**src/rtl/mhpq_pkg.sv**
```systemverilog
// ---------------------------------------------------------------------------
// mhpq_pkg
// Shared types, codes and default sizes for the max-heap priority queue.
// ---------------------------------------------------------------------------
`timescale 1ns / 1ps

package mhpq_pkg;

    // Default sizes handed to the top-level parameters.
    localparam int DEF_CAPACITY    = 128;
    localparam int DEF_VALUE_WIDTH = 16;

    // Fixed widths of the request and result fields.
    localparam int PRIO_W   = 16;
    localparam int STATUS_W = 2;
    localparam int MAX_W    = 16;
    localparam int OCC_W    = 8;

    // Request command codes.
    typedef enum logic {
        CMD_INSERT  = 1'b0,
        CMD_EXTRACT = 1'b1
    } cmd_code_t;

    // Result status codes.
    typedef enum logic [STATUS_W-1:0] {
        STATUS_DONE  = 2'd0,
        STATUS_FULL  = 2'd1,
        STATUS_EMPTY = 2'd2
    } status_t;

    // Controller states.
    typedef enum logic [2:0] {
        ST_IDLE,
        ST_UP_READ,
        ST_UP_CMP,
        ST_EXT_LOAD,
        ST_DN_READ,
        ST_DN_CMP,
        ST_RESP
    } state_t;

    // Commands from the controller to the datapath.
    typedef struct packed {
        logic ins_start;  // load new value, hole at the end, count up
        logic set_full;   // refuse insert
        logic set_empty;  // refuse extract
        logic ext_start;  // read root and last entry, count down
        logic ext_load;   // capture root as result, last entry as moving value
        logic up_read;    // read the parent of the hole
        logic up_move;    // move the parent down into the hole
        logic dn_read;    // read both children of the hole
        logic dn_move;    // move the larger child up into the hole
        logic place;      // write the moving value into the hole
        logic out_load;   // load the result register
    } mhpq_cmd_t;

    // Status from the datapath to the controller.
    typedef struct packed {
        logic full;
        logic empty;
        logic at_root;
        logic leaf;
        logic up_more;
        logic dn_more;
        logic out_free;
    } mhpq_sts_t;

endpackage

```
**src/rtl/mhpq_ctrl.sv**
```systemverilog
// ---------------------------------------------------------------------------
// mhpq_ctrl
// Controller for the heap: accepts one request at a time and steps the
// datapath through sift-up or sift-down, a read state and a compare state per tree level.
// ---------------------------------------------------------------------------
`timescale 1ns / 1ps

module mhpq_ctrl
    import mhpq_pkg::*;
(
    input  logic      aclk,
    input  logic      aresetn,
    input  logic      s_valid,
    output logic      s_ready,
    input  logic      s_command,
    input  mhpq_sts_t sts,
    output mhpq_cmd_t cmd
);

    state_t state_reg;
    state_t state_next;

    // State register.
    always_ff @(posedge aclk) begin
        if (!aresetn) begin
            state_reg <= ST_IDLE;
        end else begin
            state_reg <= state_next;
        end
    end

    // Next state and datapath commands.
    always_comb begin
        state_next = state_reg;
        cmd        = '0;
        s_ready    = 1'b0;
        case (state_reg)
            ST_IDLE: begin
                // Requests are taken only while out of reset.
                s_ready = aresetn;
                if (s_valid && aresetn) begin
                    case (cmd_code_t'(s_command))
                        CMD_INSERT: begin
                            if (sts.full) begin
                                cmd.set_full = 1'b1;
                                state_next   = ST_RESP;
                            end else begin
                                cmd.ins_start = 1'b1;
                                state_next    = ST_UP_READ;
                            end
                        end
                        CMD_EXTRACT: begin
                            if (sts.empty) begin
                                cmd.set_empty = 1'b1;
                                state_next    = ST_RESP;
                            end else begin
                                cmd.ext_start = 1'b1;
                                state_next    = ST_EXT_LOAD;
                            end
                        end
                        default: begin
                            state_next = ST_IDLE;
                        end
                    endcase
                end
            end
            ST_UP_READ: begin
                if (sts.at_root) begin
                    cmd.place  = 1'b1;
                    state_next = ST_RESP;
                end else begin
                    cmd.up_read = 1'b1;
                    state_next  = ST_UP_CMP;
                end
            end
            ST_UP_CMP: begin
                if (sts.up_more) begin
                    cmd.up_move = 1'b1;
                    state_next  = ST_UP_READ;
                end else begin
                    cmd.place  = 1'b1;
                    state_next = ST_RESP;
                end
            end
            ST_EXT_LOAD: begin
                cmd.ext_load = 1'b1;
                // The heap is left empty when the last element was taken.
                if (sts.empty) begin
                    state_next = ST_RESP;
                end else begin
                    state_next = ST_DN_READ;
                end
            end
            ST_DN_READ: begin
                if (sts.leaf) begin
                    cmd.place  = 1'b1;
                    state_next = ST_RESP;
                end else begin
                    cmd.dn_read = 1'b1;
                    state_next  = ST_DN_CMP;
                end
            end
            ST_DN_CMP: begin
                if (sts.dn_more) begin
                    cmd.dn_move = 1'b1;
                    state_next  = ST_DN_READ;
                end else begin
                    cmd.place  = 1'b1;
                    state_next = ST_RESP;
                end
            end
            ST_RESP: begin
                if (sts.out_free) begin
                    cmd.out_load = 1'b1;
                    state_next   = ST_IDLE;
                end
            end
            default: begin
                state_next = ST_IDLE;
            end
        endcase
    end

endmodule

```
**src/rtl/mhpq_datapath.sv**
```systemverilog
// ---------------------------------------------------------------------------
// mhpq_datapath
// Heap memory, element count, hole position and moving value, compare logic
// and the result register of the max-heap priority queue.
// ---------------------------------------------------------------------------
`timescale 1ns / 1ps

module mhpq_datapath
    import mhpq_pkg::*;
#(
    parameter int CAPACITY    = DEF_CAPACITY,
    parameter int VALUE_WIDTH = DEF_VALUE_WIDTH
)
(
    input  logic                aclk,
    input  logic                aresetn,
    input  logic [PRIO_W-1:0]   s_priority_req,
    input  mhpq_cmd_t           cmd,
    output mhpq_sts_t           sts,
    output logic                m_valid,
    input  logic                m_ready,
    output logic [STATUS_W-1:0] m_status,
    output logic [MAX_W-1:0]    m_max_value,
    output logic [OCC_W-1:0]    m_occupancy
);

    localparam int IDX_W = $clog2(CAPACITY);
    localparam int CNT_W = $clog2(CAPACITY + 1);
    localparam int CHW   = IDX_W + 2;

    // Heap storage; entries beyond the count are never read for a decision.
    logic [VALUE_WIDTH-1:0] heap_mem [CAPACITY];

    logic [CNT_W-1:0]       count_reg;
    logic [IDX_W-1:0]       pos_reg;
    logic [VALUE_WIDTH-1:0] hold_reg;
    logic [VALUE_WIDTH-1:0] rd0_reg;
    logic [VALUE_WIDTH-1:0] rd1_reg;
    status_t                status_reg;
    logic [MAX_W-1:0]       max_reg;

    logic                   m_valid_reg;
    status_t                m_status_reg;
    logic [MAX_W-1:0]       m_max_value_reg;
    logic [OCC_W-1:0]       m_occupancy_reg;

    logic [IDX_W-1:0]       pos_dec;
    logic [IDX_W-1:0]       parent_idx;
    logic [CHW-1:0]         left_idx;
    logic [CHW-1:0]         right_idx;
    logic [CHW-1:0]         count_ext;
    logic                   pick_right;
    logic [VALUE_WIDTH-1:0] best_val;
    logic [CHW-1:0]         best_idx;
    logic [IDX_W-1:0]       rd_addr0;
    logic [IDX_W-1:0]       rd_addr1;
    logic                   wr_en;
    logic [VALUE_WIDTH-1:0] wr_data;
    logic [31:0]            prio_ext;
    logic [31:0]            root_ext;
    logic [31:0]            count_ext32;

    // Tree navigation around the hole.
    assign pos_dec    = pos_reg - 1'b1;
    assign parent_idx = pos_dec >> 1;
    assign left_idx   = {1'b0, pos_reg, 1'b1};
    assign right_idx  = left_idx + 1'b1;
    assign count_ext  = CHW'(count_reg);

    // Larger child; the left one wins a tie.
    assign pick_right = (right_idx < count_ext) && (rd1_reg > rd0_reg);
    assign best_val   = pick_right ? rd1_reg : rd0_reg;
    assign best_idx   = pick_right ? right_idx : left_idx;

    // Field width adaptation.
    assign prio_ext    = 32'(s_priority_req);
    assign root_ext    = 32'(rd0_reg);
    assign count_ext32 = 32'(count_reg);

    // Read addresses: parent on sift-up, children on sift-down,
    // otherwise root and last element for an extract.
    always_comb begin
        rd_addr0 = '0;
        rd_addr1 = IDX_W'(count_reg - 1'b1);
        if (cmd.up_read) begin
            rd_addr0 = parent_idx;
        end else if (cmd.dn_read) begin
            rd_addr0 = left_idx[IDX_W-1:0];
            rd_addr1 = right_idx[IDX_W-1:0];
        end
    end

    // Single write port, always at the hole.
    assign wr_en   = cmd.up_move | cmd.dn_move | cmd.place;
    always_comb begin
        wr_data = hold_reg;
        if (cmd.up_move) begin
            wr_data = rd0_reg;
        end else if (cmd.dn_move) begin
            wr_data = best_val;
        end
    end

    // Heap memory with two registered read ports.
    always_ff @(posedge aclk) begin
        if (wr_en) begin
            heap_mem[pos_reg] <= wr_data;
        end
        rd0_reg <= heap_mem[rd_addr0];
        rd1_reg <= heap_mem[rd_addr1];
    end

    // Element count.
    always_ff @(posedge aclk) begin
        if (!aresetn) begin
            count_reg <= '0;
        end else if (cmd.ins_start) begin
            count_reg <= count_reg + 1'b1;
        end else if (cmd.ext_start) begin
            count_reg <= count_reg - 1'b1;
        end
    end

    // Hole position, moving value and per-request result.
    always_ff @(posedge aclk) begin
        if (cmd.ins_start) begin
            pos_reg  <= IDX_W'(count_reg);
            hold_reg <= prio_ext[VALUE_WIDTH-1:0];
        end else if (cmd.ext_load) begin
            pos_reg  <= '0;
            hold_reg <= rd1_reg;
        end else if (cmd.up_move) begin
            pos_reg <= parent_idx;
        end else if (cmd.dn_move) begin
            pos_reg <= best_idx[IDX_W-1:0];
        end

        if (cmd.ins_start || cmd.ext_start) begin
            status_reg <= STATUS_DONE;
            max_reg    <= '0;
        end else if (cmd.set_full) begin
            status_reg <= STATUS_FULL;
            max_reg    <= '0;
        end else if (cmd.set_empty) begin
            status_reg <= STATUS_EMPTY;
            max_reg    <= '0;
        end else if (cmd.ext_load) begin
            max_reg <= root_ext[MAX_W-1:0];
        end
    end

    // Result register; it frees up in the cycle its request is taken.
    always_ff @(posedge aclk) begin
        if (!aresetn) begin
            m_valid_reg <= 1'b0;
        end else if (cmd.out_load) begin
            m_valid_reg <= 1'b1;
        end else if (m_ready) begin
            m_valid_reg <= 1'b0;
        end
    end

    always_ff @(posedge aclk) begin
        if (cmd.out_load) begin
            m_status_reg    <= status_reg;
            m_max_value_reg <= max_reg;
            m_occupancy_reg <= count_ext32[OCC_W-1:0];
        end
    end

    // Status toward the controller.
    assign sts.full     = (count_reg == CNT_W'(CAPACITY));
    assign sts.empty    = (count_reg == '0);
    assign sts.at_root  = (pos_reg == '0);
    assign sts.leaf     = (left_idx >= count_ext);
    assign sts.up_more  = (hold_reg > rd0_reg);
    assign sts.dn_more  = (best_val > hold_reg);
    assign sts.out_free = !m_valid_reg || m_ready;

    assign m_valid     = m_valid_reg;
    assign m_status    = m_status_reg;
    assign m_max_value = m_max_value_reg;
    assign m_occupancy = m_occupancy_reg;

endmodule

```
**src/rtl/max_heap_priority_queue.sv**
```systemverilog
// ---------------------------------------------------------------------------
// max_heap_priority_queue
// Binary max-heap priority queue. Each request either inserts a priority
// (command 0) or extracts the largest held priority (command 1), and each
// request gets exactly one result with a status, the extracted value (zero
// unless an extract succeeds) and the element count after the request.
// Insert on a full heap and extract on an empty heap are refused and change
// nothing. Requests are handled one at a time. The sift loop does one heap
// memory read and one compare per tree level, in separate states because
// the memory read data is registered.
// A new request is taken while the previous result still waits in the
// output register. No clearing pass is needed after reset.
// ---------------------------------------------------------------------------
`timescale 1ns / 1ps

module max_heap_priority_queue
    import mhpq_pkg::*;
#(
    parameter int CAPACITY    = DEF_CAPACITY,
    parameter int VALUE_WIDTH = DEF_VALUE_WIDTH
)
(
    input  logic                aclk,
    input  logic                aresetn,
    input  logic                s_valid,
    output logic                s_ready,
    input  logic                s_command,
    input  logic [PRIO_W-1:0]   s_priority_req,
    output logic                m_valid,
    input  logic                m_ready,
    output logic [STATUS_W-1:0] m_status,
    output logic [MAX_W-1:0]    m_max_value,
    output logic [OCC_W-1:0]    m_occupancy
);

    mhpq_cmd_t cmd;
    mhpq_sts_t sts;

    // Request sequencing.
    mhpq_ctrl u_ctrl (
        .aclk      (aclk),
        .aresetn   (aresetn),
        .s_valid   (s_valid),
        .s_ready   (s_ready),
        .s_command (s_command),
        .sts       (sts),
        .cmd       (cmd)
    );

    // Heap storage and result path.
    mhpq_datapath #(
        .CAPACITY    (CAPACITY),
        .VALUE_WIDTH (VALUE_WIDTH)
    ) u_datapath (
        .aclk           (aclk),
        .aresetn        (aresetn),
        .s_priority_req (s_priority_req),
        .cmd            (cmd),
        .sts            (sts),
        .m_valid        (m_valid),
        .m_ready        (m_ready),
        .m_status       (m_status),
        .m_max_value    (m_max_value),
        .m_occupancy    (m_occupancy)
    );

endmodule

```
**config.mk**
```make
export PLATFORM = sky130hd
export DESIGN_NAME = max_heap_priority_queue
export DESIGN_NICKNAME = d
export VERILOG_FILES = /design/src/rtl/mhpq_pkg.sv /design/src/rtl/mhpq_ctrl.sv /design/src/rtl/mhpq_datapath.sv /design/src/rtl/max_heap_priority_queue.sv
export SDC_FILE = /design/constraint.sdc
export NUM_CORES = 2
export LEC_CHECK = 0
export ABC_AREA = 1
export BUFFER_PORTS_ARGS = -buffer_cell sky130_fd_sc_hd__buf_2
export CELL_PAD_IN_SITES_DETAIL_PLACEMENT = 0
export CELL_PAD_IN_SITES_GLOBAL_PLACEMENT = 1
export CORE_AREA = 2 2 519 649
export CTS_BUF_LIST = sky130_fd_sc_hd__clkbuf_16
export CTS_CLUSTER_SIZE = 16
export DETAILED_ROUTE_END_ITERATION = 16
export DIE_AREA = 0 0 521 651
export PLACE_DENSITY_LB_ADDON = 0.1
export SLEW_MARGIN = 20
export SYNTH_ARGS = -nofsm -noshare
export SYNTH_HDL_FRONTEND = slang
export SYNTH_SLANG_ARGS = --single-unit
```
**constraint.sdc**
```tcl
create_clock -name aclk -period 24.3 [get_ports aclk]
set_input_delay 1.215 -clock aclk [delete_from_list [all_inputs] [get_ports aclk]]
set_output_delay 1.215 -clock aclk [all_outputs]
set_load 0.005 [all_outputs]
```
Yosys cells after proc, flatten, opt, wreduce, memory -nomap -nowiden:

Memory sizes are Yosys's and may differ from the RTL's. A register that Yosys moved wholly into a read port is not among the register bits.
Cells that the tools add are included.

* add/subtract/negate cells: 4
* order comparisons: 5
* eq/ne operators: 9
* mux-type cells: 58
* bitwise operators: 3
* reductions and logical operators: 16

Operators by type and width (count)
* 16-bit two-way mux: 5
* 7-bit two-way mux: 9
* 16-bit > comparator: 3
* 1-bit two-way mux: 26
* 3-bit one-hot mux with 7 select lines: 1
* 3-bit two-way mux: 6
* 8-bit two-way mux: 2
* 2-bit two-way mux: 5
* 8-bit by 1-bit adder with 9-bit output (second input constant): 1
* 3-bit equality test (second input constant): 3
* 9-bit by 8-bit less-than comparator with 1-bit output: 1
* 8-bit by 1-bit adder with 8-bit output (second input constant): 1
* 8-bit equality test (second input constant): 1
* 8-bit greater-or-equal comparator: 1
* 8-bit logical NOT: 1
* 4-bit two-way mux: 2
* 2-bit nonzero test: 4
* 8-bit by 1-bit subtractor with 8-bit output (second input constant): 1
* 7-bit logical NOT: 1
* 7-bit by 1-bit subtractor with 7-bit output (second input constant): 1
* 3-bit by 2-bit equality test with 1-bit output (second input constant): 2
* 3-bit one-hot mux with 2 select lines: 1
* 1-bit one-hot mux with 4 select lines: 1
* 4-bit nonzero test: 1
* other kinds (12): 15

* register bits: 79
* RAM bits: 2048
* bits of input ports: 21
* output and inout bits: 28
* logic and storage cells: 107
* memories: 1

Memories
* u_datapath.heap_mem: words 128, width 16, rd ports 2, clocked after memory_dff 2, write ports 1, RTL line mhpq_datapath.sv:32 `logic [VALUE_WIDTH-1:0] heap_mem [CAPACITY];`

Depth between registers and ports, before layout:

* word-level depth: 11
* mapped depth: 28

Hierarchy:

Synthesis repeated with hierarchy kept, for this count alone.

* cell total of the unflattened synthesis: 13419
* area total of the unflattened synthesis: 113604.0 um2

Modules (own cells, without submodules)
* mhpq_datapath: instances 1, cells an instance 13352, area each 113236.1 um2, sequential area each 64151.5 um2
* mhpq_ctrl: instances 1, cells an instance 67, area each 367.9 um2, sequential area each 60.1 um2

Least setup slack after synthesis:

No wires, ideal clock.

* path type: register -> register
* from: reg u_datapath.pos_reg[2]
* to: mem u_datapath.heap_mem[0][10] (netlist name) (data pin)
* arrival time: 6.927 ns
* slack: 16.500 ns
* stages on the path, launching flop included: 22
* clock period less this slack: 7.800 ns
* path through: edfxtp_1 buf_2 nand2_1 nor2_1 xor2_1 ha_1 a21oi_1 o21a_1 nor2_1 nor3_1 nand3_1 clkbuf_1 o21ai_0 ha_1 a21oi_1 o21a_1 o221a_2 nand2_1 nand3_1 nand2_1 clkbuf_1 o211ai_1

* cells in the longest elaborated chain, start to end: 9

Ends and longest elaborated chain
* start: declaration: RTL line mhpq_datapath.sv:35 `logic [IDX_W-1:0] pos_reg;`
* start signal: assignment: RTL line mhpq_datapath.sv:127 `pos_reg <= IDX_W'(count_reg);`
* start signal: assignment: RTL line mhpq_datapath.sv:133 `pos_reg <= parent_idx;`
* start signal: assignment: RTL line mhpq_datapath.sv:135 `pos_reg <= best_idx[IDX_W-1:0];`
* 8-bit by 1-bit adder with 9-bit output *: RTL line mhpq_datapath.sv:67 `assign right_idx = left_idx + 1'b1;`
* 9-bit by 8-bit less-than comparator with 1-bit output *: RTL line mhpq_datapath.sv:71 `assign pick_right = (right_idx < count_ext) && (rd1_reg > rd0_reg);`
* 1-bit logical AND *: RTL line mhpq_datapath.sv:71
* 16-bit two-way mux *: RTL line mhpq_datapath.sv:72 `assign best_val = pick_right ? rd1_reg : rd0_reg;`
* 16-bit > comparator: RTL line mhpq_datapath.sv:177 `assign sts.dn_more = (best_val > hold_reg);`
* 1-bit two-way mux: RTL line mhpq_ctrl.sv:104 `if (sts.dn_more) begin`
* 1-bit two-way mux: RTL line mhpq_ctrl.sv:37 `case (state_reg)`
* 16-bit two-way mux *: RTL line mhpq_datapath.sv:99 `end else if (cmd.dn_move) begin`
* 16-bit two-way mux *: RTL line mhpq_datapath.sv:97 `if (cmd.up_move) begin`
* named net u_datapath.wr_data[10]: RTL line mhpq_datapath.sv:58 `logic [VALUE_WIDTH-1:0] wr_data;`
* end: declaration: RTL line mhpq_datapath.sv:32

The timed path passes the listed nets; every way through them passes the cells marked *.

Final worst setup path:

* from: reg u_datapath.pos_reg[2]
* to: mem u_datapath.heap_mem[5][3] (netlist name), enable pin

* cells in the longest elaborated chain, start to end: 11

Ends and longest elaborated chain
* 8-bit by 1-bit adder with 9-bit output: RTL line mhpq_datapath.sv:67
* 9-bit by 8-bit less-than comparator with 1-bit output: RTL line mhpq_datapath.sv:71
* 1-bit logical AND: RTL line mhpq_datapath.sv:71
* 16-bit two-way mux: RTL line mhpq_datapath.sv:72
* 16-bit > comparator: RTL line mhpq_datapath.sv:177
* 1-bit two-way mux: RTL line mhpq_ctrl.sv:104
* 1-bit two-way mux: RTL line mhpq_ctrl.sv:37
* 1-bit OR (2 in series): RTL line mhpq_datapath.sv:94 `assign wr_en = cmd.up_move | cmd.dn_move | cmd.place;`
* 1-bit two-way mux: RTL line mhpq_datapath.sv:106 `if (wr_en) begin`
* 1-bit two-way mux (not written as such): RTL line mhpq_datapath.sv:107 `heap_mem[pos_reg] <= wr_data;`

Several ways; a longest one is shown, not always the timed one.

==> flow_summary.json <==
{
  "status": "complete, no violations",
  "route.top_layer_used": "met5",
  "synth_flop_cell": "edfxtp_1",
  "finalNetCount": 11700,
  "core_area_mm2": 0.333,
  "crit_top_cell": "nand2_1",
  "path_class": "flip-flop to flip-flop",
  "end_kind": "flip-flop",
  "cts_setup_buffers": 0,
  "clock_tree.root_cell": "clkbuf_16",
  "overflow": 0,
  "antenna_found_initial": 20,
  "final_area_mm2": 0.121,
  "die_x_um": 521,
  "synth_warnings": 0,
  "syn-num-nets": 12200,
  "portBuffers": 48,
  "p_comb_share_pct": 53.7,
  "power.density_mw_per_mm2": 153,
  "grt_max_degree": 152,
  "dpl_cell_area_mm2": 0.113,
  "area_delta_synth_final_pct": 10.9,
  "wl_met2_um": 228000,
  "min_path_cells": 0,
  "place_congestion": 0.928,
  "finalCritPeriodShare_pct": 32.6,
  "path_buf_inv": 2,
  "p_leak_nw": 43.7,
  "fill_cells": 33100,
  "setup_tns_ns": 0,
  "avgRoutedWirePerCell_um": 31.8,
  "drt-total-wl_um": 518000,
  "ys_seq_area_share_pct": 58.7,
  "largest_reg_flops": 2048,
  "netSwitchingPower_mw": 9.76,
  "hold_start": "u_datapath.max_reg[8]$_SDFFE_PP0N_",
  "most-common-layout-cells": "nand3_1, nand2_1, edfxtp_1, clkbuf_16, buf_4",
  "grt_pass1_wl_um": 718000,
  "drive_gt1_share_pct": 6.63,
  "routed-wl-met3_um": 45400,
  "p_sw_share_pct": 52.5,
  "setup_viol": 0,
  "max_freq_ghz": 0.126,
  "multi_input_area_mm2": 0.0409,
  "min_to": "u_datapath.m_max_value[8]$_DFFE_PP_",
  "critPathArrivalTime_ns": 8.48,
  "synth-seq-cells": 2159,
  "crit_family": "simple AND/OR/NAND/NOR gates",
  "num_vias": 96600,
  "clock_path_buffers": 4,
  "hold_viol": 0,
  "crit_slowest_cell": "nor2_2",
  "cts_htree_levels": 4,
  "ant_nets": 0,
  "numCtsBuffers": 244,
  "die_h_um": 651,
  "tightest_slew_ns": 1.21,
  "power_frac_clock_pct": 20.7,
  "clock_latency_ns": 0.97,
  "critPathRequiredTime_ns": 24.86,
  "dieArea_mm2": 0.339,
  "relSlewSlack_pct": 19.4,
  "finClkSkew_ns": 0.0827,
  "drv_slew": 0,
  "viasPerCell": 5.94,
  "p_int_mw": 8.84,
  "dr.pass1.iters": 6,
  "crit_path_start_kind": "flip-flop",
  "post_cts_resized": 0,
  "grt_usage_pct": 29.5,
  "cts_tree": "done",
  "rows": 237,
  "synth_edf_count": 2097,
  "grt_pass1_vias": 88900,
  "path_clk_slew_ns": 0.07,
  "cts.hold.buffers_added": 0,
  "drc": 0,
  "floorplan.initialDensity_pct": 32.9,
  "pwr-share-seq_pct": 25.6,
  "drtIter0Drc": 15000,
  "hold_path.class": "flip-flop to flip-flop",
  "period_needed_ns": 7.92,
  "clock-sinks": 2159,
  "crit_fanout": 32,
  "ir_drop_uv": 134,
  "wl_met1_um": 215000,
  "synthCells": 12200,
  "reg2regPathDepth": 25,
  "ios": 49,
  "dp_hpwl_um": 304000,
  "timing.rr.start": "u_datapath.pos_reg[2]$_DFFE_PP_",
  "syn_area_mm2": 0.109,
  "reg2reg_slack_ns": 16.38,
  "syn_area_per_cell_um2": 9.01,
  "final_common_cell": "nand3_1",
  "seq_area_mm2": 0.0642,
  "cap_viol_max_count": 0,
  "rsz0062_at_grt": "false",
  "regMostFlops": "u_datapath.heap_mem",
  "synthDistinctLibCells": 43,
  "async_reset_ff_share_pct": 0,
  "slowest_delay_ns": 1.18,
  "r2r-end": "u_datapath.heap_mem[5][3]$_DFFE_PP_"
}
## cell usage after synthesis (2+ instances only)
library cell	count	area, µm²
nand3_1	4761	23800
nand2_1	3655	13700
edfxtp_1	2097	63000
buf_2	494	2470
clkbuf_1	382	1430
nor2_1	175	657
inv_1	118	443
buf_1	97	364
ha_1	68	851
dfxtp_1	62	1240
o21ai_0	61	305
a21oi_1	42	210
buf_4	24	180
o211ai_1	15	113
o21ai_1	13	65.1
nor3_1	12	60.1
inv_2	11	41.3
nand4_1	11	68.8
xor2_1	11	96.3
o22ai_1	6	37.5
a211oi_1	4	30.0
nand2_2	4	25.0
o21a_1	4	30.0
o21bai_1	3	22.5
a21o_1	2	15.0
a31oi_1	2	12.5
nor4_1	2	12.5
o21ai_2	2	17.5
o221ai_1	2	17.5
xnor2_1	2	17.5
## final cells by class
class	instances	share of cell area [%]
clock inverter	196	1.54
sequential	2159	52.9
antenna	10	0.0206
timing repair buffer	247	1.71
tap	4421	4.56
inverter	130	0.456
multi-input combinational	8869	33.7
clock buffer	247	5.09
## metrics by stage
| step | worst slack (ns) | hold WS (ns) | power [mW] | cells | utilization, % |
|---|---|---|---|---|---|
| detailed placement | 16.48 | 0.418 | 14.6 | 15800 | 34.0 |
| floorplan | 16.50 | 0.403 | 9.85 | 12200 | - |
| CTS | 16.41 | 0.445 | 18.4 | 16300 | 36.4 |
| finish | 16.38 | 0.445 | 18.6 | 16300 | 36.4 |
| global route | 15.88 | 0.461 | 19.1 | 16300 | 36.4 |
| global placement | 16.26 | 0.423 | 14.6 | 15800 | 34.0 |
## kinds of logic (layout without fill, tap and decap cells)
kind of cell,count (synthesis),count (layout),share of synthesized area [%]
buffers and inverters,1127,820,4.51
and+or+nand+nor,8626,8626,35.1
other,0,10,0
adders and majority gates,68,68,0.777
DFF,2159,2159,58.7
AOI/OAI and AO/OA,162,162,0.852
xor gates and xnor gates,13,13,0.104
## worst max path at each step
| stage | end | from | depth (start not counted) |
|---|---|---|---|
| floorplan | u_datapath.heap_mem[0][10]$_DFFE_PP_ | u_datapath.pos_reg[2]$_DFFE_PP_ | 21 |
| global placement | u_datapath.heap_mem[4][15]$_DFFE_PP_ | u_datapath.pos_reg[2]$_DFFE_PP_ | 26 |
| detailed placement | u_datapath.heap_mem[4][15]$_DFFE_PP_ | u_datapath.pos_reg[2]$_DFFE_PP_ | 25 |
| CTS | u_datapath.heap_mem[70][11]$_DFFE_PP_ | u_datapath.pos_reg[2]$_DFFE_PP_ | 25 |
| global route | u_datapath.heap_mem[6][7]$_DFFE_PP_ | u_datapath.pos_reg[2]$_DFFE_PP_ | 25 |
| finish | u_datapath.heap_mem[5][3]$_DFFE_PP_ | u_datapath.pos_reg[2]$_DFFE_PP_ | 25 |
## metal layers
layer	up-vias	GRT usage [%]
met3	865	4.38
met5	-	0
li1	41900	-
met2	5607	44.6
met4	4	14.6
met1	48300	41.1
## power by group through the flow
stage | clock network, mW | registers [mW] | logic (mW)
floorplan | 0 | 4.87 | 4.98
global placement | 0 | 4.83 | 9.75
detailed placement | 0 | 4.83 | 9.72
CTS | 3.89 | 4.75 | 9.74
global route | 4.02 | 4.77 | 10.3
finish | 3.84 | 4.76 | 9.99
Note: power is estimated with default switching activity, not from simulation.
